$ cat src/rtl/mss_pkg.sv
// ----------------------------------------------------------------------------
// mss_pkg: shared types and constants for the maximal scoring segments block
// Widths, stack geometry, word types and sequencer states.
// ----------------------------------------------------------------------------
package mss_pkg;

  localparam int STACK_DEPTH = 32;
  localparam int IDX_W       = $clog2(STACK_DEPTH);
  localparam int CNT_W       = $clog2(STACK_DEPTH + 1);
  localparam int JW          = CNT_W + 1;
  localparam int LINK_W      = 6;
  localparam logic [LINK_W-1:0] LINK_NONE = {LINK_W{1'b1}};

  localparam int POS_BITS = 24;
  localparam int END_W    = POS_BITS + 1;
  localparam int SCORE_W  = 16;
  localparam int SUM_W    = 40;
  localparam int XD_W     = SUM_W + 2;
  localparam int MIN_W    = 32;
  localparam int XDROP_W  = 31;
  localparam int DATA_W   = 32;
  localparam int ADDR_W   = 3;

  localparam int FIFO_DEPTH = 4;
  localparam int FIFO_AW    = $clog2(FIFO_DEPTH);
  localparam int FIFO_CW    = $clog2(FIFO_DEPTH + 1);

  localparam logic signed [SUM_W-1:0] NEG_SUM = {1'b1, {(SUM_W-1){1'b0}}};

  // register index, taken from paddr[2]
  localparam logic REG_MIN_SCORE = 1'b0;
  localparam logic REG_XDROP     = 1'b1;

  typedef struct packed {
    logic                      action;
    logic signed [SCORE_W-1:0] score;
  } mss_in_t;

  typedef struct packed {
    logic [POS_BITS-1:0]     seg_start;
    logic [END_W-1:0]        seg_end;
    logic signed [SUM_W-1:0] seg_score;
    logic                    last_of_run;
    logic                    overflow;
  } mss_res_t;

  typedef enum logic [1:0] {
    KIND_ADD,
    KIND_BREAK,
    KIND_END
  } mss_kind_t;

  typedef struct packed {
    mss_kind_t                 kind;
    logic signed [SCORE_W-1:0] score;
    logic [END_W-1:0]          pos;
  } mss_cmd_t;

  typedef struct packed {
    logic [POS_BITS-1:0]     start;
    logic [END_W-1:0]        end_pos;
    logic signed [SUM_W-1:0] low;
    logic signed [SUM_W-1:0] high;
    logic [LINK_W-1:0]       link;
  } mss_entry_t;

  typedef struct packed {
    logic signed [MIN_W-1:0] min_score;
    logic [XDROP_W-1:0]      xdrop;
  } mss_cfg_t;

  typedef enum logic [3:0] {
    ST_IDLE,
    ST_FR_MAX,
    ST_WALK,
    ST_JNEG,
    ST_PUSH_CHK,
    ST_PUSH,
    ST_AFTER,
    ST_XD_CLR,
    ST_END_CLR,
    ST_FIN,
    ST_FL_INIT,
    ST_FL_RUN
  } mss_state_t;

endpackage

$ cat src/rtl/mss_front.sv
// ----------------------------------------------------------------------------
// mss_front: input word intake
// Tracks position, drops scores past the position limit, tags each word.
// ----------------------------------------------------------------------------
module mss_front (
  input  logic              clk,
  input  logic              rst_n,
  input  logic              in_valid,
  output logic              in_stall,
  input  mss_pkg::mss_in_t  in_data,
  output logic              q_push,
  output mss_pkg::mss_cmd_t q_data,
  input  logic              q_full
);

  logic [mss_pkg::END_W-1:0] pos_r, pos_nxt;
  logic                      accept;
  logic                      at_limit;

  assign in_stall = q_full;
  assign accept   = in_valid && !q_full;
  assign at_limit = pos_r[mss_pkg::POS_BITS];

  always_comb begin
    q_data.score = in_data.score;
    q_data.pos   = pos_r;
    q_push       = 1'b0;
    pos_nxt      = pos_r;
    if (in_data.action) begin
      q_data.kind = mss_pkg::KIND_END;
    end else if (in_data.score > 0) begin
      q_data.kind = mss_pkg::KIND_ADD;
    end else begin
      q_data.kind = mss_pkg::KIND_BREAK;
    end
    if (accept) begin
      if (in_data.action) begin
        q_push  = 1'b1;
        pos_nxt = '0;
      end else if (!at_limit) begin
        q_push  = 1'b1;
        pos_nxt = pos_r + 1'b1;
      end
    end
  end

  always_ff @(posedge clk) begin
    if (!rst_n) begin
      pos_r <= '0;
    end else begin
      pos_r <= pos_nxt;
    end
  end

endmodule

$ cat config.mk
export PLATFORM = sky130hd
export DESIGN_NAME = mss_front
export DESIGN_NICKNAME = d
export VERILOG_FILES = /design/src/rtl/mss_pkg.sv /design/src/rtl/mss_front.sv
export SDC_FILE = /design/constraint.sdc
export NUM_CORES = 1
export LEC_CHECK = 0
export BUFFER_PORTS_ARGS = -buffer_cell sky130_fd_sc_hd__buf_2
export CAP_MARGIN = 30
export CORE_MARGIN = 2
export CORE_UTILIZATION = 50
export DETAILED_ROUTE_END_ITERATION = 10
export GPL_ROUTABILITY_DRIVEN = 0
export GPL_TIMING_DRIVEN = 0
export PLACE_DENSITY = 0.84
export SYNTH_ARGS = -nofsm -noshare
export SYNTH_HDL_FRONTEND = slang
export SYNTH_SLANG_ARGS = --single-unit
$ cat constraint.sdc
create_clock -name clk -period 2.7 [get_ports clk]
set_input_delay 0.27 -clock clk [delete_from_list [all_inputs] [get_ports clk]]
set_output_delay 0.27 -clock clk [all_outputs]
set_load 0.05 [all_outputs]
==> metrics.txt <==
first-pass GRT wire length=6.45 mm; TritonCTS clock tree=built; Worst Tran Pin Value=453 ps; synth warn=0; largest fanout on the critical path=10; Worst Path Required=2960 ps; fin nets=271; clk root buf=clkbuf_4; # DRC=0; # resized after CTS=0; critical path's slowest cell=dfxtp_1; Die X=58.4 um; via count=1,603; RSZ-0062 raised after global routing=false; number of max-cap violations=0; status=complete, no violations; number of synthesized flops with an enable pin=0; largest net degree at the start of global routing=15; Critical Path AT=2320 ps; Core Region=2780 um2; filler instances=244; Initial Util=53.2%; FP Rows=19; H-tree depth=1; FF-to-FF setup slack=640 ps; CP startpoint=pos_r[2]; I/O Buffers=64; Setup Buffers After CTS=0; GRT Util Overall=23.8%; area leader, netlist=dfxtp_1; Synth area leaders=dfxtp_1 (34%), buf_4 (9.1%), or3_1 (4.6%); Vias per Instance=5.75; syn_nets=202; Critical Setup Path Class=flip-flop to flip-flop; DRT Wirelength=3.82 mm; P per Cell Area=366 nW/um2; Final setup viols=0; crit path cell chain=nand3_1, or3_1, clkbuf_1, nor4_1, mux2i_1; Synth Cell Area=1480 um2; io pins=66; vias in the first global route=1,425; Avg Synthesized Cell Area=8.22 um2; Final HPWL DP=3.03 mm; Final ANT Viol Nets=0; worst r2r src=pos_r[2]; P&R area growth vs syn=26.1%; slew margin rel.=69.8%; drt wl/cell=13.7 um; Hold Violations, Final=0; reg2reg end=pos_r[21]; layout cells sized above 1=37.9%; Worst Setup Start Kind=flip-flop; fmax=0.487 GHz; Clock Skew=3.36 ps; final core occ=67.1%; initial drt markers=59; minimum clock period after layout=2060 ps; # hold bufs at CTS=0; CP endpoint kind=flip-flop; initial antenna violation count=0; Top reg by flops=pos_r; cells after synthesis=180; first-pass detailed-route iteration total=4; CP Capture Point=pos_r[21]; CTS Sinks=25; worst hold-check path type=primary input to flip-flop; DIE AREA=3410 um2; asr flop ratio synth=0%; Chip Height=58.4 um; worst stage delay on the critical path=460 ps; Synth Register Bits=25; max-slew violation count=0; Clk Latency, worst-skew pair=320 ps; Clk pin slew, worst setup/hold paths=140 ps; Setup TNS=0 ps; Regs by FF count=pos_r: 25 flops; reg2reg path depth=5; Antenna Cells=0; sequential share of the synthesized area=33.8%; Clock Tree Buf Depth=2; max FFs per register=25; grt ovf=0; Yosys top cell area share=33.8%; worst vdd ir=321 uV; CTS Buf Count=3; static leakage=0.808 nW; Top FF cell, synth=dfxtp_1; synth unique cells=41; Final Cycle Share=76.1%
-- metrics by stage --
step	cell area (um2)	power, mW	worst slack [ps]	std cells	hold WS [ps]
after floorplan	1480	0.482	489	180	388
after global placement	1840	0.519	675	275	470
after detailed placement	1840	0.520	673	275	482
after CTS	1870	0.684	634	279	206
after global routing	1870	0.704	468	279	215
final	1870	0.684	645	279	202
-- power breakdown --
group          internal [mW]  total, mW  switching, mW
sequential             0.370      0.371       0.000894
clock                 0.0556      0.172          0.116
combinational         0.0456      0.141         0.0955
-- cell usage in the layout (no fill, tap or decap), types with 2 or more instances in the layout --
cell type / instances
a31oi_1: 2
nor4_1: 8
xnor2_1: 3
o21a_1: 3
inv_1: 2
or2_2: 2
and3_1: 3
a21oi_1: 12
nand2_1: 14
nand4_1: 2
nor2b_1: 2
nor2_1: 9
dfxtp_1: 25
nand2b_1: 3
o21ai_0: 5
mux2i_1: 4
nand4b_1: 2
nor3_1: 5
or4_1: 7
nand3_1: 8
buf_4: 18
o31ai_1: 6
o311ai_1: 2
clkbuf_1: 3
buf_2: 67
clkbuf_4: 3
or3_1: 11
and3b_1: 2
-- cells in the mapped netlist (all sizes together), types with 2 or more instances --
| master | n |
|---|---|
| dfxtp | 25 |
| buf | 21 |
| nand2 | 14 |
| a21oi | 12 |
| or3 | 11 |
| nor2 | 9 |
| nor4 | 9 |
| nand3 | 8 |
| or4 | 8 |
| o31ai | 6 |
| nor3 | 5 |
| o21ai | 5 |
| mux2i | 4 |
| and3 | 3 |
| clkbuf | 3 |
| nand2b | 3 |
| nand4 | 3 |
| o21a | 3 |
| o311ai | 3 |
| xnor2 | 3 |
| a31oi | 2 |
| and3b | 2 |
| inv | 2 |
| nand4b | 2 |
| nor2b | 2 |
| or2 | 2 |
-- cell families (layout without fill, tap and decap cells) --
| kind of cell | Yosys count | in the layout | synth area share, % |
|---|---|---|---|
| flops | 25 | 25 | 33.8 |
| buf+inv | 26 | 94 | 11.4 |
| mux | 4 | 4 | 2.71 |
| xor+xnor | 3 | 3 | 1.78 |
| fa+ha+maj | 1 | 1 | 0.845 |
| simple gates | 86 | 86 | 34.3 |
| compound gates | 35 | 35 | 15.1 |
-- how the worst min path moves through the flow --
stage / from / endpoint / slack, ps / cells after the start
global route: rst_n / pos_r[2] / 210 / 2
global placement: pos_r[22] / pos_r[22] / 470 / 2
detailed placement: pos_r[22] / pos_r[22] / 480 / 2
finish: rst_n / pos_r[2] / 200 / 2
CTS: rst_n / pos_r[2] / 210 / 2
floorplan: rst_n / pos_r[2] / 390 / 1
-- final cells by class --
type / count / area [um2] / share of cell area [%]
buffer: 24 / 161 / 8.65
clock buffer: 3 / 22.5 / 1.21
clock inverter: 1 / 5.00 / 0.268
inverter: 2 / 7.51 / 0.402
multi-input combinational: 129 / 811 / 43.4
sequential: 25 / 500 / 26.8
tap: 31 / 38.8 / 2.08
timing repair buffer: 64 / 320 / 17.2
-- critical path: cells and delay by family, from the launching register on --
family / cells / cell delay (ps)
simple gates: 3 / 1060
mux: 1 / 230
buf+inv: 1 / 250
flops: 1 / 460
-- routing by layer --
layer	up-vias	wire length [um]	global-route usage (%)	share of wire [%]
li1	807	-	-	-
met4	0	34	6.98	0.89
met3	5	212	2.86	5.5
met1	747	1720	32.7	45
met5	-	0	0	0
met2	44	1850	39.2	49
No activity file was read; power rests on OpenSTA's default activity.
