<file path="src/rtl/mss_pkg.sv">
// ----------------------------------------------------------------------------
// mss_pkg: shared types and constants for the maximal scoring segments block
// Widths, stack geometry, word types and sequencer states.
// ----------------------------------------------------------------------------
package mss_pkg;

  localparam int STACK_DEPTH = 32;
  localparam int IDX_W       = $clog2(STACK_DEPTH);
  localparam int CNT_W       = $clog2(STACK_DEPTH + 1);
  localparam int JW          = CNT_W + 1;
  localparam int LINK_W      = 6;
  localparam logic [LINK_W-1:0] LINK_NONE = {LINK_W{1'b1}};

  localparam int POS_BITS = 24;
  localparam int END_W    = POS_BITS + 1;
  localparam int SCORE_W  = 16;
  localparam int SUM_W    = 40;
  localparam int XD_W     = SUM_W + 2;
  localparam int MIN_W    = 32;
  localparam int XDROP_W  = 31;
  localparam int DATA_W   = 32;
  localparam int ADDR_W   = 3;

  localparam int FIFO_DEPTH = 4;
  localparam int FIFO_AW    = $clog2(FIFO_DEPTH);
  localparam int FIFO_CW    = $clog2(FIFO_DEPTH + 1);

  localparam logic signed [SUM_W-1:0] NEG_SUM = {1'b1, {(SUM_W-1){1'b0}}};

  // register index, taken from paddr[2]
  localparam logic REG_MIN_SCORE = 1'b0;
  localparam logic REG_XDROP     = 1'b1;

  typedef struct packed {
    logic                      action;
    logic signed [SCORE_W-1:0] score;
  } mss_in_t;

  typedef struct packed {
    logic [POS_BITS-1:0]     seg_start;
    logic [END_W-1:0]        seg_end;
    logic signed [SUM_W-1:0] seg_score;
    logic                    last_of_run;
    logic                    overflow;
  } mss_res_t;

  typedef enum logic [1:0] {
    KIND_ADD,
    KIND_BREAK,
    KIND_END
  } mss_kind_t;

  typedef struct packed {
    mss_kind_t                 kind;
    logic signed [SCORE_W-1:0] score;
    logic [END_W-1:0]          pos;
  } mss_cmd_t;

  typedef struct packed {
    logic [POS_BITS-1:0]     start;
    logic [END_W-1:0]        end_pos;
    logic signed [SUM_W-1:0] low;
    logic signed [SUM_W-1:0] high;
    logic [LINK_W-1:0]       link;
  } mss_entry_t;

  typedef struct packed {
    logic signed [MIN_W-1:0] min_score;
    logic [XDROP_W-1:0]      xdrop;
  } mss_cfg_t;

  typedef enum logic [3:0] {
    ST_IDLE,
    ST_FR_MAX,
    ST_WALK,
    ST_JNEG,
    ST_PUSH_CHK,
    ST_PUSH,
    ST_AFTER,
    ST_XD_CLR,
    ST_END_CLR,
    ST_FIN,
    ST_FL_INIT,
    ST_FL_RUN
  } mss_state_t;

endpackage

</file>
<file path="src/rtl/mss_fifo.sv">
// ----------------------------------------------------------------------------
// mss_fifo: command queue between front and back
// Small register FIFO; head is shown while not empty.
// ----------------------------------------------------------------------------
module mss_fifo (
  input  logic              clk,
  input  logic              rst_n,
  input  logic              push,
  input  mss_pkg::mss_cmd_t push_data,
  output logic              full,
  input  logic              pop,
  output logic              head_valid,
  output mss_pkg::mss_cmd_t head
);

  mss_pkg::mss_cmd_t              slot_r [mss_pkg::FIFO_DEPTH];
  logic [mss_pkg::FIFO_AW-1:0]    wr_ptr_r, wr_ptr_nxt;
  logic [mss_pkg::FIFO_AW-1:0]    rd_ptr_r, rd_ptr_nxt;
  logic [mss_pkg::FIFO_CW-1:0]    cnt_r, cnt_nxt;
  logic                           do_push, do_pop;

  assign full       = (cnt_r == mss_pkg::FIFO_CW'(mss_pkg::FIFO_DEPTH));
  assign head_valid = (cnt_r != '0);
  assign head       = slot_r[rd_ptr_r];
  assign do_push    = push && !full;
  assign do_pop     = pop && head_valid;

  always_comb begin
    wr_ptr_nxt = do_push ? wr_ptr_r + 1'b1 : wr_ptr_r;
    rd_ptr_nxt = do_pop ? rd_ptr_r + 1'b1 : rd_ptr_r;
    cnt_nxt    = cnt_r;
    if (do_push && !do_pop) begin
      cnt_nxt = cnt_r + 1'b1;
    end else if (do_pop && !do_push) begin
      cnt_nxt = cnt_r - 1'b1;
    end
  end

  always_ff @(posedge clk) begin
    if (!rst_n) begin
      wr_ptr_r <= '0;
      rd_ptr_r <= '0;
      cnt_r    <= '0;
    end else begin
      wr_ptr_r <= wr_ptr_nxt;
      rd_ptr_r <= rd_ptr_nxt;
      cnt_r    <= cnt_nxt;
    end
  end

  always_ff @(posedge clk) begin
    if (do_push) begin
      slot_r[wr_ptr_r] <= push_data;
    end
  end

endmodule

</file>
<file path="config.mk">
export PLATFORM = sky130hd
export DESIGN_NAME = mss_fifo
export DESIGN_NICKNAME = d
export VERILOG_FILES = /design/src/rtl/mss_pkg.sv /design/src/rtl/mss_fifo.sv
export SDC_FILE = /design/constraint.sdc
export NUM_CORES = 1
export LEC_CHECK = 0
export ABC_AREA = 1
export BUFFER_PORTS_ARGS = -buffer_cell sky130_fd_sc_hd__buf_2
export CAP_MARGIN = 20
export CELL_PAD_IN_SITES_DETAIL_PLACEMENT = 2
export CELL_PAD_IN_SITES_GLOBAL_PLACEMENT = 2
export CORE_ASPECT_RATIO = 0.6
export CORE_MARGIN = 1
export CORE_UTILIZATION = 43
export CTS_CLUSTER_SIZE = 20
export DETAILED_ROUTE_END_ITERATION = 12
export PLACE_DENSITY_LB_ADDON = 0.1
export SLEW_MARGIN = 10
export SYNTH_ARGS = -nofsm -noshare
export SYNTH_HDL_FRONTEND = slang
export SYNTH_SLANG_ARGS = --single-unit
</file>
<file path="constraint.sdc">
create_clock -name clk -period 8.2 [get_ports clk]
set_input_delay 0 -clock clk [delete_from_list [all_inputs] [get_ports clk]]
set_output_delay 0 -clock clk [all_outputs]
set_load 0.05 [all_outputs]
</file>
==> impl_metrics.csv, run 1 <==
group,metric,value,unit
placed_design,dp_cells,758,
placed_design,routabilityCongestion,0.716,
setup_path,path_max_fanout,44,
detailed_routing,wl_per_cell,23.0,microns
cts,insertion_delay,420,ps
detailed_routing,routed_wirelength,19200,microns
setup_path,max_stage_delay,750,ps
yosys,ys.flop_type,"edfxtp_1",
yosys,synth_top_area_share,75.5,%
detailed_routing,post_drt_via_cell_ratio,5.39,
die,io_pins,92,
cts,cts_resized,0,
yosys,synthesis.nets,537,
detailed_routing,ant_nets,0,
yosys,async_flop_share,0,%
timing,final_max_slew_viol_count,0,
power_and_ir_drop,p_leak,3.03,nW
yosys,yosysSeqAreaShare,78.2,%
cts,hold_buffers,46,
timing,fin_crit_sh,32.7,%
yosys,synthTopCellsByCount,"edfxtp_1 (172), nor2_1 (100), o21ai_0 (80)",
timing,rsz0062_at_grt,"no",
final_layout,fin_nets,673,
timing,post-route-min-period,2680,ps
global_route,grt_overflow,0,
yosys,yosys_warnings,0,
timing,finClkSkew,11.8,ps
placed_design,io_buffers,91,
timing,worst_pin_slew,929,ps
die,die_width,165,microns
final_layout,fillCellCount,1433,
timing,fin_tns_setup,0,ps
die,rows,35,
cts,post_cts_buffers,0,
detailed_routing,drtIter0Drc,302,
cts,cts.clk_slew.worst_paths,70,ps
die,dieHeight,99.7,microns
global_route,grt_pass1_vias,5123,
yosys,synth_cell_type_count,19,
cts,numCtsBuffers,17,
setup_path,cp-start-kind,"flop",
cts,cts_tree,"yes",
yosys,synth-edff-count,172,
run_status,status,"complete, no violations",
global_route,track_usage,24.7,%
yosys,yosys-top-cells-area,"edfxtp_1 (76%), o21ai_0 (5.9%), nor2_1 (5.5%)",
power_and_ir_drop,p_per_area,345,nW/um^2
global_route,grt_pass1_wl,29200,microns
final_layout,layout-drive-gt1-share,21.2,%
flow_run,timing.max_cap.violations,0,
yosys,synthesis.area,6840,sq um
global_route,antenna_found_initial,1,
setup_path,cp.required,8200,ps
die,start_util,44.2,%
cts,ctsHtreeMaxLevel,4,
die,core_area,15500,sq um
power_and_ir_drop,finalPower,2.92,mW
yosys,synthCells,484,
detailed_routing,drcViolationCount,0,
detailed_routing,drtPass1Iterations,5,
min_path,hold_depth,2,
yosys,post-synth-top-count-cell,"edfxtp_1",
power_and_ir_drop,ir_drop,0.185,mV
final_layout,area_growth,24.0,%
setup_path,worstPathCellList,"inv_2, o21ai_1, o22ai_1, buf_2",
setup_path,endpoint_kind,"primary output",
setup_path,reg2regPathDepth,13,
yosys,synth_area_leader_cell,"edfxtp_1",
yosys,ys_ff_latch,181,
timing,finalSetupViolCount,0,
die,dieArea,16400,sq um
placed_design,dp.final_hpwl,11600,microns
cts,clock_path_buffers,2,
yosys,avgSynthCellArea,14.1,sq um
final_layout,layout.cells.non_filler,837,
final_layout,post-route-util,54.8,%
global_route,grt_max_degree,87,
detailed_routing,route.vias.total,4510,
timing,hold_viol,0,
setup_path,worstSetupPathType,"flop to primary output",
timing,fmax,0.373,GHz
timing,timing.slew.headroom,38.0,%
min_path,hold_class,"input port to flop",
cts,clock_sinks,181,
cts,root_buffer,"clkbuf_16",
setup_path,cp_data_arrival_time,2680,ps
setup_path,crit_path_top_delay_cell,"inv_2",
==> worst paths after layout <==
path | start | end | slack [ps]
max | flop | head[39] | 5520
min | push_data[22] | slot_r[1][22] | 330
max reg2reg | cnt_r[0] | cnt_r[2] | 5890
min reg2reg | rd_ptr_r[0] | flop | 530
==> report_power, final <==
part           switching, mW  internal (mW)
registers             0.0482           1.13
logic                  0.771          0.207
clock network          0.371          0.400
==> flip-flops by register name, summed over array words and instances (netlist names), named ones only <==
name / count
slot_r: 172
wr_ptr_r: 2
cnt_r: 3
rd_ptr_r: 2
==> per-layer routing <==
metal  vias to the layer above  wire length (microns)  track usage, %  part of all wire, %
li1                       2065                      -               -                    -
met1                      2320                   8510            32.0                   44
met2                       106                   9790            42.5                   51
met3                        19                    699            4.50                  3.6
met4                         0                    233            7.34                  1.2
met5                         -                      0               0                    0
==> layout by cell type (no fill, tap or decap), drive strengths merged <==
cell         count
dfxtp            9
o22ai           43
edfxtp         172
xor2             1
nand3            4
dlygate4sd3     46
clkinvlp         2
inv             25
a21oi            3
nand3b           1
fa               1
clkinv           3
o21ai           87
nand2           15
buf             97
ha               5
clkbuf          19
diode            1
nor2           100
==> critical path: cells and delay by family (launching register included) <==
family,cells,cell delay (ps)
buffers and inverters,2,1100
DFF,1,600
AOI/OAI and AO/OA,2,550
==> area by class of cell <==
| type | instances | area (sq um) | share of cell area [%] |
|---|---|---|---|
| well taps | 203 | 254 | 3.00 |
| flip-flops and latches | 181 | 5350 | 63.1 |
| multi-input cells | 260 | 1300 | 15.3 |
| repair buffers | 143 | 961 | 11.3 |
| diodes | 1 | 2.50 | 0.0295 |
| clock buffers | 19 | 433 | 5.11 |
| clock inverters | 13 | 116 | 1.37 |
| inverters | 17 | 63.8 | 0.753 |
==> metrics by stage <==
step,cell area (sq um),hold WS [ps],setup WS (ps)
final,8480,333,5520
after global routing,8480,326,5410
after CTS,8480,316,5560
after detailed placement,7470,220,5900
after global placement,7470,214,6030
after floorplan,6840,98.9,5290
==> logic make-up (layout without fill, tap and decap cells) <==
group,Yosys count,after routing,synth area share (%)
and+or+nand+nor,120,120,6.71
xor gates and xnor gates,1,1,0.128
other,0,1,0
buffers and inverters,43,192,3.27
adders and majority gates,6,6,1.21
AOI/OAI and AO/OA,133,133,10.5
DFF,181,181,78.2
(Power assumes the default switching activity.)
==> run 2, diff against run 1 <==
--- a/config.mk
+++ b/config.mk
@@ -12,7 +12,7 @@
 export CELL_PAD_IN_SITES_GLOBAL_PLACEMENT = 2
 export CORE_ASPECT_RATIO = 0.6
 export CORE_MARGIN = 1
-export CORE_UTILIZATION = 43
+export CORE_UTILIZATION = 40
 export CTS_CLUSTER_SIZE = 20
 export DETAILED_ROUTE_END_ITERATION = 12
 export PLACE_DENSITY_LB_ADDON = 0.1
==> constraint.sdc (replaced) <==
create_clock -name clk -period 2.7 [get_ports clk]
set_input_delay 0 -clock clk [delete_from_list [all_inputs] [get_ports clk]]
set_output_delay 0 -clock clk [all_outputs]
set_load 0.05 [all_outputs]
==> impl_metrics.csv, run 2 (synthesized netlist as in run 1, its figures left out) <==
group,metric,value,unit
run_status,status,"complete, no violations",
detailed_routing,drtIter0Drc,327,
setup_path,path_max_fanout,5,
detailed_routing,wl_per_cell,23.1,microns
cts,numCtsBuffers,17,
global_route,antenna_found_initial,0,
global_route,grt_max_degree,87,
detailed_routing,drcViolationCount,0,
timing,timing.slew.headroom,61.5,%
cts,clock_sinks,181,
final_layout,fin_nets,679,
cts,clock_path_buffers,2,
setup_path,cp.required,3020,ps
cts,cts_tree,"yes",
detailed_routing,post_drt_via_cell_ratio,5.22,
power_and_ir_drop,ir_drop,0.520,mV
die,dieArea,17600,sq um
setup_path,endpoint_kind,"flop",
detailed_routing,routed_wirelength,20000,microns
cts,post_cts_buffers,0,
min_path,hold_class,"input port to flop",
final_layout,layout-drive-gt1-share,22.1,%
final_layout,reg.largest.list,"slot_r: 172 flops, cnt_r: 3 flops",
final_layout,largest_register_ffs,172,
detailed_routing,drtPass1Iterations,4,
die,io_pins,92,
setup_path,cp_data_arrival_time,2710,ps
cts,cts.clk_slew.worst_paths,70,ps
final_layout,layout.cells.non_filler,867,
timing,worst_pin_slew,577,ps
power_and_ir_drop,p_leak,3.10,nW
setup_path,worstSetupPathType,"flop to flop",
timing,fmax,0.419,GHz
power_and_ir_drop,p_per_area,1060,nW/um^2
global_route,grt_util_met1,30.1,%
cts,hold_buffers,46,
global_route,grt_pass1_vias,4974,
setup_path,cp-start-kind,"flop",
placed_design,io_buffers,91,
die,die_width,171,microns
die,start_util,41.5,%
timing,fin_crit_sh,88.4,%
die,dieHeight,103,microns
final_layout,final_common_cell,"edfxtp_1",
cts,cts_resized,0,
final_layout,area_growth,27.0,%
timing,post-route-min-period,2390,ps
placed_design,dp_cells,789,
final_layout,antenna_cells,0,
final_layout,layout_common_cells,"edfxtp_1 (172), nor2_1 (96), buf_2 (91)",
die,core_area,16500,sq um
timing,rsz0062_at_grt,"no",
timing,fin_tns_setup,0,ps
final_layout,registers.top_by_ff_count,"slot_r",
cts,root_buffer,"clkbuf_16",
detailed_routing,ant_nets,0,
flow_run,timing.max_cap.violations,0,
detailed_routing,route.vias.total,4523,
cts,insertion_delay,430,ps
timing,finalSetupViolCount,0,
die,rows,36,
placed_design,routabilityCongestion,0.797,
global_route,met3_usage,4.22,%
placed_design,dp.final_hpwl,12000,microns
timing,final_max_slew_viol_count,0,
global_route,grt_pass1_wl,29900,microns
global_route,grt_overflow,0,
global_route,grt.met2_usage,43.0,%
global_route,top_usage_layer,"met2",
cts,ctsHtreeMaxLevel,4,
timing,hold_viol,0,
timing,finClkSkew,14.9,ps
global_route,track_usage,24.0,%
-- run 2: where the power goes --
group | switching (mW) | total, mW | leakage (nW) | internal, mW
clock | 1.17 | 2.57 | 0.282 | 1.40
sequential | 0.129 | 3.54 | 1.65 | 3.41
combinational | 2.36 | 3.06 | 1.17 | 0.698
total | 3.67 | 9.17 | 3.10 | 5.51
-- run 2: final cells by class --
| type | instances | area [sq um] |
|---|---|---|
| clock buffers | 18 | 429 |
| clock inverters | 14 | 164 |
| fillers | 1587 | 7800 |
| inverters | 17 | 63.8 |
| multi-input cells | 260 | 1300 |
| flip-flops and latches | 181 | 5350 |
| well taps | 228 | 285 |
| repair buffers | 149 | 1090 |
-- run 2: final timing paths --
check	start	endpoint	slack, ps	depth (start not counted)
max	cnt_r[1]	cnt_r[1]	310	9
min	push_data[15]	slot_r[0][15]	320	2
min reg2reg	rd_ptr_r[0]	rd_ptr_r[0]	530	2
max reg2reg	cnt_r[1]	cnt_r[1]	310	9
-- run 2: through the flow --
stage | worst slack, ps | total power, mW | cell area, sq um | hold WS [ps] | utilization (%)
CTS | 281 | 9.24 | 8680 | 308 | 52.7
detailed placement | 330 | 6.61 | 7630 | 225 | 46.3
floorplan | -212 | 5.72 | 6840 | 98.9 | -
global placement | 600 | 6.48 | 7630 | 212 | 46.3
finish | 314 | 9.17 | 8680 | 325 | 52.7
global route | 179 | 9.53 | 8680 | 319 | 52.7
-- run 2: worst max-delay path, stage by stage (launching register included) --
cell and delay [ps]:
dfxtp_1 340, nor2_1 180, nand2_1 150, nand2_1 370, inv_1 170, ha_1 250
inv_1 90, fa_1 410, o21ai_0 210, nor2_1 80
-- run 2: layer usage --
metal | part of all wire (%) | vias to the layer above
met4 | 1.2 | 0
li1 | - | 2072
met5 | 0 | -
met1 | 45 | 2332
met3 | 3.2 | 20
met2 | 51 | 99
